`config.mk`:
```
export PLATFORM = sky130hd
export DESIGN_NAME = page_dirty_run_tracker_unit_flat
export DESIGN_NICKNAME = d
export VERILOG_FILES = /design/src/sv/pdrt_pkg.sv /design/src/sv/pdrt_if.sv /design/src/sv/pdrt_bit_unit.sv /design/src/sv/page_dirty_run_tracker_unit.sv /design/src/flat_wrapper.sv
export SDC_FILE = /design/constraint.sdc
export NUM_CORES = 1
export LEC_CHECK = 0
export BUFFER_PORTS_ARGS = -buffer_cell sky130_fd_sc_hd__clkbuf_2
export CAP_MARGIN = 20
export CORE_ASPECT_RATIO = 1.1
export CORE_MARGIN = 10
export CORE_UTILIZATION = 35
export CTS_CLUSTER_SIZE = 8
export DETAILED_ROUTE_END_ITERATION = 12
export PLACE_DENSITY = 0.54
export SLEW_MARGIN = 40
export SYNTH_ARGS = -nofsm -noshare
export SYNTH_HDL_FRONTEND = slang
export SYNTH_HIERARCHICAL = 1
export SYNTH_SLANG_ARGS = --single-unit
```
`constraint.sdc`:
```
create_clock -name i_clk -period 7.75 [get_ports i_clk]
set_clock_uncertainty 0.05 [all_clocks]
set_input_delay 1.55 -clock i_clk [delete_from_list [all_inputs] [get_ports i_clk]]
set_output_delay 1.55 -clock i_clk [all_outputs]
set_load 0.01 [all_outputs]
```
`src/sv/pdrt_pkg.sv`:
```
`default_nettype none

package pdrt_pkg;

    localparam int unsigned FUNC_W = 2;
    localparam int unsigned OFF_W  = 5;
    localparam int unsigned LEN_W  = 6;
    localparam int unsigned CNT_W  = 6;
    localparam int unsigned PAGE_W = 6;

    localparam logic [PAGE_W-1:0] PAGE_RST = 6'd32;

    typedef enum logic [FUNC_W-1:0] {
        FN_MARK  = 2'd0,
        FN_CLEAR = 2'd1,
        FN_TAKE  = 2'd2,
        FN_NONE  = 2'd3
    } t_func;

    typedef enum logic [2:0] {
        ST_IDLE,
        ST_MARK,
        ST_TAKE,
        ST_GAP,
        ST_DONE
    } t_state;

    // control into the bit step unit
    typedef struct packed {
        logic set_en;
        logic clr_en;
    } t_unit_ctl;

    // flags back from the bit step unit
    typedef struct packed {
        logic hit;
        logic fresh;
        logic mask_zero;
    } t_unit_res;

endpackage

`default_nettype wire

```
`src/sv/pdrt_if.sv`:
```
`default_nettype none

interface pdrt_req_if;
    logic       valid;
    logic       ready;
    logic [1:0] func;
    logic [4:0] mark_offset;
    logic [5:0] run_length;

    modport source (output valid, output func, output mark_offset, output run_length,
                    input ready);
    modport sink (input valid, input func, input mark_offset, input run_length,
                  output ready);
endinterface

interface pdrt_rsp_if;
    logic       valid;
    logic       ready;
    logic [4:0] run_start;
    logic [5:0] run_blocks;
    logic [5:0] dirty_left;

    modport source (output valid, output run_start, output run_blocks, output dirty_left,
                    input ready);
    modport sink (input valid, input run_start, input run_blocks, input dirty_left,
                  output ready);
endinterface

`default_nettype wire

```
`src/sv/pdrt_bit_unit.sv`:
```
`default_nettype none

module pdrt_bit_unit #(
    parameter int unsigned MAX_BLOCKS = 32
) (
    input  wire logic [MAX_BLOCKS-1:0] i_map,
    input  wire logic [MAX_BLOCKS-1:0] i_mask,
    input  wire pdrt_pkg::t_unit_ctl   i_ctl,
    output      logic [MAX_BLOCKS-1:0] o_map,
    output      logic [MAX_BLOCKS-1:0] o_mask,
    output      pdrt_pkg::t_unit_res   o_res
);

    always_comb begin
        o_res.hit       = |(i_map & i_mask);
        o_res.fresh     = |(i_mask & ~i_map);
        o_res.mask_zero = ~|i_mask;
        if (i_ctl.set_en) begin
            o_map = i_map | i_mask;
        end else if (i_ctl.clr_en) begin
            o_map = i_map & ~i_mask;
        end else begin
            o_map = i_map;
        end
        // walking one-hot; it falls off past the top of the map
        o_mask = i_mask << 1;
    end

endmodule

`default_nettype wire

```
`src/sv/page_dirty_run_tracker_unit.sv`:
```
// Dirty block tracker for one page buffer of up to MAX_BLOCKS blocks. Each request
// (mark run, clear all, take next run, or the unused code which does nothing) gives
// exactly one response carrying the returned run start, the run length and the dirty
// count left. A one-bit step unit walks the bitmap one block per cycle, and the
// block takes one request at a time: a mark walks its run, a take that walks steps
// over the run and the clean gap after it; any request may wait for the previous
// response to be taken. The user must write page_blocks through the configuration
// port only while the block is idle (the block does not enforce it); it resets to 32.
`default_nettype none

module page_dirty_run_tracker_unit #(
    parameter int unsigned MAX_BLOCKS = 32
) (
    input  wire logic                         i_clk,
    input  wire logic                         i_rst_n,
    input  wire logic                         i_cfg_we,
    input  wire logic [pdrt_pkg::PAGE_W-1:0]  i_cfg_wdata,
    pdrt_req_if.sink                          i_req,
    pdrt_rsp_if.source                        o_rsp
);

    localparam int unsigned TAKEN_W = pdrt_pkg::CNT_W + 1;
    localparam int unsigned SUM_W   = pdrt_pkg::CNT_W + 1;

    pdrt_pkg::t_state r_state, n_state;

    logic [MAX_BLOCKS-1:0]          r_map, n_map;
    logic [MAX_BLOCKS-1:0]          r_mask, n_mask;
    logic [pdrt_pkg::CNT_W-1:0]     r_total, n_total;
    logic [pdrt_pkg::OFF_W-1:0]     r_first, n_first;
    logic [pdrt_pkg::PAGE_W-1:0]    r_page;
    logic [pdrt_pkg::LEN_W-1:0]     r_cnt, n_cnt;
    logic [TAKEN_W-1:0]             r_taken, n_taken;
    logic [pdrt_pkg::OFF_W-1:0]     r_pos, n_pos;
    logic                           r_gap, n_gap;
    logic [pdrt_pkg::OFF_W-1:0]     r_res_start, n_res_start;
    logic [pdrt_pkg::CNT_W-1:0]     r_res_blocks, n_res_blocks;

    logic                           r_out_valid, n_out_valid;
    logic [pdrt_pkg::OFF_W-1:0]     r_out_start, n_out_start;
    logic [pdrt_pkg::CNT_W-1:0]     r_out_blocks, n_out_blocks;
    logic [pdrt_pkg::CNT_W-1:0]     r_out_left, n_out_left;

    logic [pdrt_pkg::OFF_W-1:0]     w_dec_src;
    logic [MAX_BLOCKS-1:0]          w_dec;
    logic [SUM_W-1:0]               w_tail_sum;
    logic                           w_accept;
    pdrt_pkg::t_unit_ctl            w_ctl;
    pdrt_pkg::t_unit_res            w_res;
    logic [MAX_BLOCKS-1:0]          w_unit_map;
    logic [MAX_BLOCKS-1:0]          w_unit_mask;

    assign w_accept = i_req.valid && i_req.ready;

    // one-hot of the start block; empty when it lies past the top of the map
    assign w_dec_src = (pdrt_pkg::t_func'(i_req.func) == pdrt_pkg::FN_MARK)
                       ? i_req.mark_offset : r_first;
    always_comb begin
        for (int k = 0; k < MAX_BLOCKS; k++) begin
            w_dec[k] = (7'(k) == {2'b00, w_dec_src});
        end
    end

    assign w_tail_sum = {2'b00, r_first} + {1'b0, r_total};

    pdrt_bit_unit #(
        .MAX_BLOCKS (MAX_BLOCKS)
    ) u_bit_unit (
        .i_map  (r_map),
        .i_mask (r_mask),
        .i_ctl  (w_ctl),
        .o_map  (w_unit_map),
        .o_mask (w_unit_mask),
        .o_res  (w_res)
    );

    always_ff @(posedge i_clk) begin
        if (!i_rst_n) begin
            r_state     <= pdrt_pkg::ST_IDLE;
            r_map       <= '0;
            r_total     <= '0;
            r_first     <= '0;
            r_page      <= pdrt_pkg::PAGE_RST;
            r_out_valid <= 1'b0;
        end else begin
            r_state     <= n_state;
            r_map       <= n_map;
            r_total     <= n_total;
            r_first     <= n_first;
            r_out_valid <= n_out_valid;
            if (i_cfg_we) begin
                r_page <= i_cfg_wdata;
            end
        end
    end

    always_ff @(posedge i_clk) begin
        r_mask       <= n_mask;
        r_cnt        <= n_cnt;
        r_taken      <= n_taken;
        r_pos        <= n_pos;
        r_gap        <= n_gap;
        r_res_start  <= n_res_start;
        r_res_blocks <= n_res_blocks;
        r_out_start  <= n_out_start;
        r_out_blocks <= n_out_blocks;
        r_out_left   <= n_out_left;
    end

    always_comb begin
        n_state      = r_state;
        n_map        = r_map;
        n_mask       = r_mask;
        n_total      = r_total;
        n_first      = r_first;
        n_cnt        = r_cnt;
        n_taken      = r_taken;
        n_pos        = r_pos;
        n_gap        = r_gap;
        n_res_start  = r_res_start;
        n_res_blocks = r_res_blocks;
        n_out_valid  = r_out_valid;
        n_out_start  = r_out_start;
        n_out_blocks = r_out_blocks;
        n_out_left   = r_out_left;
        w_ctl        = '0;
        i_req.ready  = 1'b0;

        if (r_out_valid && o_rsp.ready) begin
            n_out_valid = 1'b0;
        end

        case (r_state)
            pdrt_pkg::ST_IDLE: begin
                i_req.ready = 1'b1;
                if (w_accept) begin
                    n_res_start  = '0;
                    n_res_blocks = '0;
                    n_state      = pdrt_pkg::ST_DONE;
                    case (pdrt_pkg::t_func'(i_req.func))
                        pdrt_pkg::FN_MARK: begin
                            if (r_map == '0 || i_req.mark_offset < r_first) begin
                                n_first = i_req.mark_offset;
                            end
                            n_mask = w_dec;
                            n_cnt  = i_req.run_length;
                            if (i_req.run_length != '0) begin
                                n_state = pdrt_pkg::ST_MARK;
                            end
                        end
                        pdrt_pkg::FN_CLEAR: begin
                            n_map   = '0;
                            n_total = '0;
                            n_first = '0;
                        end
                        pdrt_pkg::FN_TAKE: begin
                            if (r_total == '0) begin
                                n_state = pdrt_pkg::ST_DONE;
                            end else if (r_total == pdrt_pkg::CNT_W'(1)) begin
                                n_res_start  = r_first;
                                n_res_blocks = pdrt_pkg::CNT_W'(1);
                                n_map        = '0;
                                n_total      = '0;
                                n_first      = '0;
                            end else if (w_tail_sum == {1'b0, r_page}) begin
                                // dirty all the way to the end of the page
                                n_res_start  = r_first;
                                n_res_blocks = r_total;
                                n_map        = '0;
                                n_total      = '0;
                                n_first      = '0;
                            end else if (!(|(r_map & w_dec))) begin
                                n_map   = '0;
                                n_total = '0;
                                n_first = '0;
                            end else begin
                                n_mask  = w_dec;
                                n_taken = '0;
                                n_pos   = r_first;
                                n_gap   = 1'b0;
                                n_state = pdrt_pkg::ST_TAKE;
                            end
                        end
                        default: begin
                            n_state = pdrt_pkg::ST_DONE;
                        end
                    endcase
                end
            end
            pdrt_pkg::ST_MARK: begin
                w_ctl.set_en = 1'b1;
                n_map  = w_unit_map;
                n_mask = w_unit_mask;
                if (w_res.fresh) begin
                    n_total = r_total + pdrt_pkg::CNT_W'(1);
                end
                n_cnt = r_cnt - pdrt_pkg::LEN_W'(1);
                if (r_cnt == pdrt_pkg::LEN_W'(1)) begin
                    n_state = pdrt_pkg::ST_DONE;
                end
            end
            pdrt_pkg::ST_TAKE: begin
                if (w_res.hit) begin
                    w_ctl.clr_en = 1'b1;
                    n_map   = w_unit_map;
                    n_mask  = w_unit_mask;
                    n_taken = r_taken + TAKEN_W'(1);
                    n_pos   = r_pos + pdrt_pkg::OFF_W'(1);
                end else begin
                    n_state = pdrt_pkg::ST_GAP;
                end
            end
            pdrt_pkg::ST_GAP: begin
                if (!w_res.mask_zero && !w_res.hit) begin
                    n_mask = w_unit_mask;
                    n_gap  = 1'b1;
                    n_pos  = r_pos + pdrt_pkg::OFF_W'(1);
                end else begin
                    n_res_start  = r_first;
                    n_res_blocks = r_taken[pdrt_pkg::CNT_W-1:0];
                    if (r_gap) begin
                        n_first = r_pos;
                        n_total = r_total - r_taken[pdrt_pkg::CNT_W-1:0];
                    end else begin
                        // run reached the top with no clean gap after it
                        n_map   = '0;
                        n_total = '0;
                        n_first = '0;
                    end
                    n_state = pdrt_pkg::ST_DONE;
                end
            end
            pdrt_pkg::ST_DONE: begin
                if (!r_out_valid || o_rsp.ready) begin
                    n_out_valid  = 1'b1;
                    n_out_start  = r_res_start;
                    n_out_blocks = r_res_blocks;
                    n_out_left   = r_total;
                    n_state      = pdrt_pkg::ST_IDLE;
                end
            end
            default: begin
                n_state = pdrt_pkg::ST_IDLE;
            end
        endcase
    end

    assign o_rsp.valid      = r_out_valid;
    assign o_rsp.run_start  = r_out_start;
    assign o_rsp.run_blocks = r_out_blocks;
    assign o_rsp.dirty_left = r_out_left;

endmodule

`default_nettype wire

```
`src/flat_wrapper.sv`:
```
// flat-port wrapper written by rule: the top's interface ports become plain ports
module page_dirty_run_tracker_unit_flat 
#(
    parameter int unsigned MAX_BLOCKS = 32
)
  (i_clk, i_rst_n, i_cfg_we, i_cfg_wdata, i_req_valid, i_req_func, i_req_mark_offset, i_req_run_length, i_req_ready, o_rsp_valid, o_rsp_run_start, o_rsp_run_blocks, o_rsp_dirty_left, o_rsp_ready);
  pdrt_req_if i_req_i ();
  pdrt_rsp_if o_rsp_i ();
  input  wire logic i_clk;
  input  wire logic i_rst_n;
  input  wire logic i_cfg_we;
  input  wire logic [pdrt_pkg::PAGE_W-1:0] i_cfg_wdata;
  input wire logic [$bits(i_req_i.valid)-1:0] i_req_valid;
  input wire logic [$bits(i_req_i.func)-1:0] i_req_func;
  input wire logic [$bits(i_req_i.mark_offset)-1:0] i_req_mark_offset;
  input wire logic [$bits(i_req_i.run_length)-1:0] i_req_run_length;
  output wire logic [$bits(i_req_i.ready)-1:0] i_req_ready;
  output wire logic [$bits(o_rsp_i.valid)-1:0] o_rsp_valid;
  output wire logic [$bits(o_rsp_i.run_start)-1:0] o_rsp_run_start;
  output wire logic [$bits(o_rsp_i.run_blocks)-1:0] o_rsp_run_blocks;
  output wire logic [$bits(o_rsp_i.dirty_left)-1:0] o_rsp_dirty_left;
  input wire logic [$bits(o_rsp_i.ready)-1:0] o_rsp_ready;
  assign i_req_i.valid = i_req_valid;
  assign i_req_i.func = i_req_func;
  assign i_req_i.mark_offset = i_req_mark_offset;
  assign i_req_i.run_length = i_req_run_length;
  assign i_req_ready = i_req_i.ready;
  assign o_rsp_valid = o_rsp_i.valid;
  assign o_rsp_run_start = o_rsp_i.run_start;
  assign o_rsp_run_blocks = o_rsp_i.run_blocks;
  assign o_rsp_dirty_left = o_rsp_i.dirty_left;
  assign o_rsp_i.ready = o_rsp_ready;
  page_dirty_run_tracker_unit #(.MAX_BLOCKS(MAX_BLOCKS)) u_core (.i_clk(i_clk), .i_rst_n(i_rst_n), .i_cfg_we(i_cfg_we), .i_cfg_wdata(i_cfg_wdata), .i_req(i_req_i), .o_rsp(o_rsp_i));
endmodule
```
==> impl_summary.txt, run 1 <==
----------------------------------------------------
[Status]
  Status ... finished, final reports clean

[Global route]
  Remaining global-route overflow ... 0
  Pin count of the biggest net entering global routing ... 55
  Antenna violations before repair ... 0
  Global-route wire length before repair ... 39,500 um
  Via count of the first global-routing pass ... 6,817
  Global-route total usage across every layer ... 0.164

[Logic synthesis]
  Synthesized netlist net count ... 967
  Mean Syn Cell Area ... 8.99 sq um
  Synth cell types ... 73
  Number of cells produced by synthesis ... 916
  Register area share after synthesis ... 0.413
  Post-synth EDFFs ... 78
  FFs w/ async S/R, synth ... 0
  Leading area contributor after synthesis ... sky130_fd_sc_hd__edfxtp_1
  Share of Yosys cell area claimed by the top area cell type ... 0.284
  Netlist area before placement ... 0.00823 sq mm
  Yosys reg bits ... 131
  Ranking of synthesized cells by area ... sky130_fd_sc_hd__edfxtp_1 (28%), sky130_fd_sc_hd__dfxtp_1 (13%), sky130_fd_sc_hd__nand2_1 (7.9%), sky130_fd_sc_hd__mux2i_1 (4.9%), sky130_fd_sc_hd__ha_1 (3.8%)
  Count of synthesis-stage warnings from yosys ... 6
  Flip-flop cell with the highest count after synthesis ... sky130_fd_sc_hd__edfxtp_1

[Run]
  Max-cap viol count ... 0

[Floorplan]
  Die boundary height ... 181 um
  Initial standard-cell utilization of the core ... 0.358
  Site Rows ... 58
  Area of the die ... 0.0301 sq mm
  CORE AREA ... 0.0230 sq mm
  Die outline width ... 166 um
  IO Count ... 43

[CTS]
  Clk pin slew, worst setup/hold paths ... 0.06 ns
  Postcts setup bufs ... 0
  Number of sinks driven by the clock tree ... 131
  Post-CTS sizing ... 0
  CTS tree ... done
  Buffers from clock root to sink, at most ... 2
  Insertion delay of the later-clocked pin in the worst-skew pair ... 0.42 ns
  CTS Hold Bufs ... 0
  Root buffer cell ... sky130_fd_sc_hd__clkbuf_16
  Number of buffers inserted during clock tree synthesis ... 17
  Total number of H-tree levels ... 4

[Timing]
  Minimum clock period ... 4.80 ns
  Highest attainable clock frequency ... 208 MHz
  Unrepaired setup endpoints after global routing ... no
  Slew Limit Headroom ... 0.463
  Pins Over Slew Limit ... 0
  Slew of the pin with the lowest slew margin ... 0.786 ns
  Least setup slack across all paths after layout ... 2.95 ns
  Count of final hold-check violations ... 0
  Fin crit share ... 0.620
  Final total negative setup slack ... 0 ns
  Count of final setup violators ... 0

[Route]
  Detailed router's first-iteration violation count ... 489
  Aggregate routed wire length ... 25,100 um
  Remaining antenna violation count ... 0
  Count of TritonRoute iterations in the first routing pass ... 5
  Routed len/inst ... 20.5 um
  Detailed-route via count ... 6,922
  Ratio of routed vias to standard cells ... 5.66
  Detailed-route DRC error count ... 0

[Critical path]
  Largest stage delay, worst path ... 0.54 ns
  Category of the most critical setup path ... input pin to flip-flop
  Critical Path Sink Type ... flip-flop
  Worst-case register-to-register setup slack ... 3.99 ns
  Worst endpoint data arrival time ... 4.81 ns
  Series of cell instances along the critical path ... clkbuf_2 -> inv_1 -> ha_1 -> nor3b_4 -> or2_1 -> a22oi_1 -> a31o_2 -> a32oi_1 -> o21ai_0 -> or3_1 -> a21oi_1
  CP required ... 7.76 ns
  Critical path's slowest cell ... sky130_fd_sc_hd__ha_1
  Crit path launch type ... input pin
  Crit Path Max Fanout ... 16

[Final layout]
  Fraction of final layout cells sized beyond drive strength 1 ... 0.122
  Number of antenna diodes ... 0
  Count of nets after finishing ... 961
  Non-filler cells in the finished layout ... 1,223
  Area growth from synthesis to layout ... 9.98%

[Worst hold path]
  Classification of the worst-slack hold path ... flip-flop to flip-flop

[Power and ir drop]
  Worst vdd ir ... 0.164 mV
  Leakage power figure ... 0.00325 uW
  Power density over cell area ... 241 mW/mm^2

[Placed design]
  DPL Wire Length ... 17,900 um
  Place WS ... 2.53 ns
  Placer Congestion ... 0.950
  Number of buffers added on ports ... 42
  Total placed cells including tap cells ... 1,191

----------------------------------------------------
cell families (layout without fill, tap and decap cells):
group / Yosys count / after routing / synth area share
other cells: 1 / 1 / 0.000455
compound gates: 230 / 230 / 0.194
simple gates: 328 / 328 / 0.186
xor+xnor: 21 / 21 / 0.0223
buf+inv: 131 / 138 / 0.0816
flops: 131 / 131 / 0.413
fa+ha+maj: 27 / 27 / 0.0429
mux: 47 / 47 / 0.0593
Yosys cell counts (all sizes together) (9+ instances only):
cell type,instances
nand2,174
edfxtp,78
a22oi,18
nor4,23
ha,25
nand4,12
nor3,9
nand3,19
nor3b,10
clkbuf,32
a21oi,38
inv,53
xor2,10
mux2i,42
a31oi,11
a22o,35
xnor2,11
buf,45
o21ai,51
dfxtp,53
nor2,44
o22ai,18
state kept, by name, summed over array words and instances, names as in the netlist:
register                 count
u_core/r_cnt                 6
u_core/r_map                32
u_core/r_total               6
u_core/o_rsp.dirty_left      6
u_core/r_pos                 5
u_core/r_mask               32
u_core/r_res_start           5
u_core/o_rsp.valid           1
u_core/r_state               3
u_core/r_page                6
u_core/r_res_blocks          6
u_core/r_taken               6
u_core/o_rsp.run_blocks      6
u_core/r_gap                 1
u_core/r_first               5
u_core/o_rsp.run_start       5
metal layers:
metal	global-route usage	vias up	routed length, um
met1	0.201	3368	10800
met3	0.0297	47	1230
li1	-	3311	-
met4	0.0721	0	835
met5	0	-	0
met2	0.274	196	12200
stage by stage:
stage,hold slack [ns],util,cell area (sq um),total power [uW]
2_1_floorplan,0.350,-,8230,1220
3_3_place_gp,0.352,0.367,8430,1330
3_5_place_dp,0.356,0.367,8440,1340
4_1_cts,0.370,0.394,9050,2200
5_1_grt,0.374,0.394,9060,2280
6_report,0.369,0.394,9060,2180
critical path, delay by kind of cell:
family | cells | cell delay (ns)
adder cells (fa/ha/maj) | 1 | 0.54
AND/OR/NAND/NOR | 3 | 1.04
buffers and inverters | 2 | 0.22
AO/OA/AOI/OAI | 5 | 1.44
worst paths after layout:
check                                      startpoint                         to  cells past startpoint
worst max register to register      u_core/r_first[0]            u_core/r_map[6]                     11
worst min-delay path            u_core/r_res_start[4]  u_core/o_rsp.run_start[4]                      0
worst min register to register  u_core/r_res_start[4]  u_core/o_rsp.run_start[4]                      0
worst max-delay path                    i_req_func[0]            u_core/r_pos[0]                     11
area by class of cell:
| class | count | area [sq um] |
|---|---|---|
| repair buffers | 52 | 285 |
| flip-flops and latches | 131 | 3400 |
| clock inverters | 13 | 174 |
| multi-input cells | 654 | 4170 |
| inverters | 54 | 203 |
| well taps | 300 | 375 |
| fillers | 2297 | 13900 |
| clock buffers | 19 | 443 |
placed cells by master (no fill, tap or decap), drive strengths merged, types with 5 or more instances in the layout:
master  count
a31o        6
o21ai      51
o22ai      18
a22oi      18
dfxtp      53
edfxtp     78
mux2        5
and3        5
nand2b      5
nor3        9
buf        10
nand4      12
mux2i      42
ha         25
a21boi      5
xnor2      11
a21oi      38
inv        57
a311oi      5
nor3b      10
a211oi      5
nand2     174
a32o        8
xor2       10
nor4       23
a31oi      11
a22o       35
nand3      19
clkbuf     61
nor2b       5
nor2       44
power breakdown:
part	leakage (uW)	switching (uW)	internal [uW]
registers	0.00118	86.4	820
clock network	0.000291	335	521
logic	0.00178	269	147
Power figures use the tool's default switching activity.
==> inputs of run 2 (changes only) <==
--- a/config.mk
+++ b/config.mk
@@ -12,7 +12,7 @@
 export CORE_UTILIZATION = 35
 export CTS_CLUSTER_SIZE = 8
 export DETAILED_ROUTE_END_ITERATION = 12
-export PLACE_DENSITY = 0.54
+export PLACE_DENSITY = 0.55
 export SLEW_MARGIN = 40
 export SYNTH_ARGS = -nofsm -noshare
 export SYNTH_HDL_FRONTEND = slang
==> constraint.sdc (replaced) <==
create_clock -name i_clk -period 4.4 [get_ports i_clk]
set_clock_uncertainty 0.05 [all_clocks]
set_input_delay 0.88 -clock i_clk [delete_from_list [all_inputs] [get_ports i_clk]]
set_output_delay 0.88 -clock i_clk [all_outputs]
set_load 0.01 [all_outputs]
==> run 2 against run 1 <==
  * Hold slack hardly changed
  * Register-to-register slack worse by 3.1 ns
  * Worst setup slack worse by 2.2 ns
  * Clock power is 85% higher
  * Largest power group is now the clock network
==> impl_summary.txt, run 2 (same netlist as run 1, synthesis figures left out) <==
----------------------------------------------------
[Timing]
  Pins Over Slew Limit ... 0 (unchanged)
  Minimum clock period ... 3.69 ns
  Count of final hold-check violations ... 0 (unchanged)
  Slew Limit Headroom ... 0.508 (+0.0455)
  Highest attainable clock frequency ... 271 MHz
  Slew of the pin with the lowest slew margin ... 0.738 ns (-0.0479 ns)
  Count of final setup violators ... 0 (unchanged)
  Fin crit share ... 0.838
  Unrepaired setup endpoints after global routing ... no
  Final total negative setup slack ... 0 ns (unchanged)

[Power and ir drop]
  Leakage power figure ... 0.00337 uW (+3.6%)
  Worst vdd ir ... 0.292 mV (+78%)
  Power density over cell area ... 426 mW/mm^2 (+77%)

[Placed design]
  Placer Congestion ... 0.988 (+4.1%)
  Number of buffers added on ports ... 42 (unchanged)
  DPL Wire Length ... 17,800 um (-0.69%)
  Total placed cells including tap cells ... 1,208 (+1.4%)

[Global route]
  Pin count of the biggest net entering global routing ... 54 (-1.8%)
  Via count of the first global-routing pass ... 6,958 (+2.1%)
  Busiest grt layer ... met2
  Global-route track usage on met1 ... 0.191 (-0.0108)
  Fraction of met2 tracks used by global routing ... 0.273 (-0.000801)
  Global-route wire length before repair ... 39,200 um (-0.84%)
  Global-route total usage across every layer ... 0.161 (-0.00268)
  Remaining global-route overflow ... 0 (unchanged)
  Met3 track demand over resource ... 0.0356 (+0.00586)
  Antenna violations before repair ... 0 (unchanged)

[CTS]
  Clk pin slew, worst setup/hold paths ... 0.06 ns (about the same)
  Insertion delay of the later-clocked pin in the worst-skew pair ... 0.43 ns (about the same)
  Post-CTS sizing ... 0 (unchanged)
  Root buffer cell ... sky130_fd_sc_hd__clkbuf_16
  Buffers from clock root to sink, at most ... 2 (unchanged)
  Number of buffers inserted during clock tree synthesis ... 17 (unchanged)
  Number of sinks driven by the clock tree ... 131 (unchanged)
  Total number of H-tree levels ... 4 (unchanged)
  CTS tree ... done
  Postcts setup bufs ... 0 (unchanged)
  CTS Hold Bufs ... 0 (unchanged)

[Route]
  Routed len/inst ... 20.0 um (-2.6%)
  Detailed-route via count ... 7,039 (+1.7%)
  Count of TritonRoute iterations in the first routing pass ... 5 (unchanged)
  Detailed-route DRC error count ... 0 (unchanged)
  Remaining antenna violation count ... 0 (unchanged)
  Ratio of routed vias to standard cells ... 5.68 (+0.30%)
  Aggregate routed wire length ... 24,800 um (-1.2%)
  Detailed router's first-iteration violation count ... 687 (+40%)

[Floorplan]
  Site Rows ... 58 (unchanged)
  Die boundary height ... 181 um (unchanged)
  Die outline width ... 166 um (unchanged)
  Area of the die ... 0.0301 sq mm (unchanged)
  CORE AREA ... 0.0230 sq mm (unchanged)
  Initial standard-cell utilization of the core ... 0.358 (unchanged)
  IO Count ... 43 (unchanged)

[Critical path]
  Crit path launch type ... input pin
  Category of the most critical setup path ... input pin to flip-flop
  Critical Path Sink Type ... flip-flop
  Crit Path Max Fanout ... 32 (+16)
  CP required ... 4.70 ns (-3.06 ns)
  Worst Reg-to-Reg Cells ... 11 (unchanged)
  Worst endpoint data arrival time ... 3.99 ns (-0.82 ns)

[Final layout]
  Number of antenna diodes ... 0 (unchanged)
  Area growth from synthesis to layout ... 12.2%
  Non-filler cells in the finished layout ... 1,240 (+1.4%)
  Most common library cell in the layout ignoring fill and taps ... sky130_fd_sc_hd__nand2_1
  Count of nets after finishing ... 978 (+1.8%)
  Fraction of final layout cells sized beyond drive strength 1 ... 0.138 (+0.0159)
  Largest registers ... u_core/r_map x32, u_core/r_mask x32
  Commonest non-fill, non-tap cells in the layout ... sky130_fd_sc_hd__nand2_1 (174), sky130_fd_sc_hd__edfxtp_1 (78), sky130_fd_sc_hd__inv_1 (53), sky130_fd_sc_hd__dfxtp_1 (53), sky130_fd_sc_hd__o21ai_0 (51)

[Status]
  Status ... finished, final reports clean

[Worst hold path]
  Number of instances on the worst hold path ... 0 (unchanged)
  Classification of the worst-slack hold path ... flip-flop to flip-flop

[Run]
  Max-cap viol count ... 0 (unchanged)

----------------------------------------------------
## run 2: cell type report
cell class | count | area [sq um]
well taps | 300 | 375
clock buffers | 17 | 425
repair buffers | 69 | 438
clock inverters | 15 | 219
inverters | 54 | 203
fillers | 2253 | 13800
multi-input cells | 654 | 4170
flip-flops and latches | 131 | 3400
## run 2: worst paths after layout
check                         start  slack, ns                          to
max                   i_req_func[0]       0.71            u_core/r_map[18]
min          u_core/r_res_blocks[0]       0.37  u_core/o_rsp.run_blocks[0]
max reg2reg       u_core/r_mask[30]       0.90           u_core/r_total[1]
min reg2reg  u_core/r_res_blocks[0]       0.37  u_core/o_rsp.run_blocks[0]
## run 2: power breakdown
part	switching, uW	total (uW)	internal (uW)
logic	502	789	287
clock network	610	1580	967
registers	128	1570	1440
## run 2: critical path, stage by stage
cell and delay, ns:
sky130_fd_sc_hd__clkbuf_2 0.12, sky130_fd_sc_hd__inv_1 0.12, sky130_fd_sc_hd__ha_1 0.38, sky130_fd_sc_hd__mux2i_2 0.42, sky130_fd_sc_hd__nor2_1 0.21, sky130_fd_sc_hd__and4_1 0.24
sky130_fd_sc_hd__nor4_1 0.23, sky130_fd_sc_hd__nand4_1 0.24, sky130_fd_sc_hd__o2111a_2 0.37, sky130_fd_sc_hd__nor3_4 0.23, sky130_fd_sc_hd__buf_12 0.27, sky130_fd_sc_hd__mux2i_1 0.22
## run 2: per-layer routing
| metal | wire length, um | vias up |
|---|---|---|
| li1 | - | 3340 |
| met1 | 10500 | 3376 |
| met2 | 12000 | 262 |
| met3 | 1390 | 61 |
| met4 | 883 | 0 |
| met5 | 0 | - |
## run 2: through the flow
stage	hold WS [ns]	worst slack [ns]	cell area, sq um	util	total power (uW)
CTS	0.370	0.780	9230	0.401	3960
finish	0.368	0.713	9240	0.402	3940
global placement	0.352	0.415	8580	0.373	2370
detailed placement	0.355	0.359	8580	0.373	2380
floorplan	0.350	0.371	8230	-	2150
global route	0.386	0.422	9240	0.402	4120
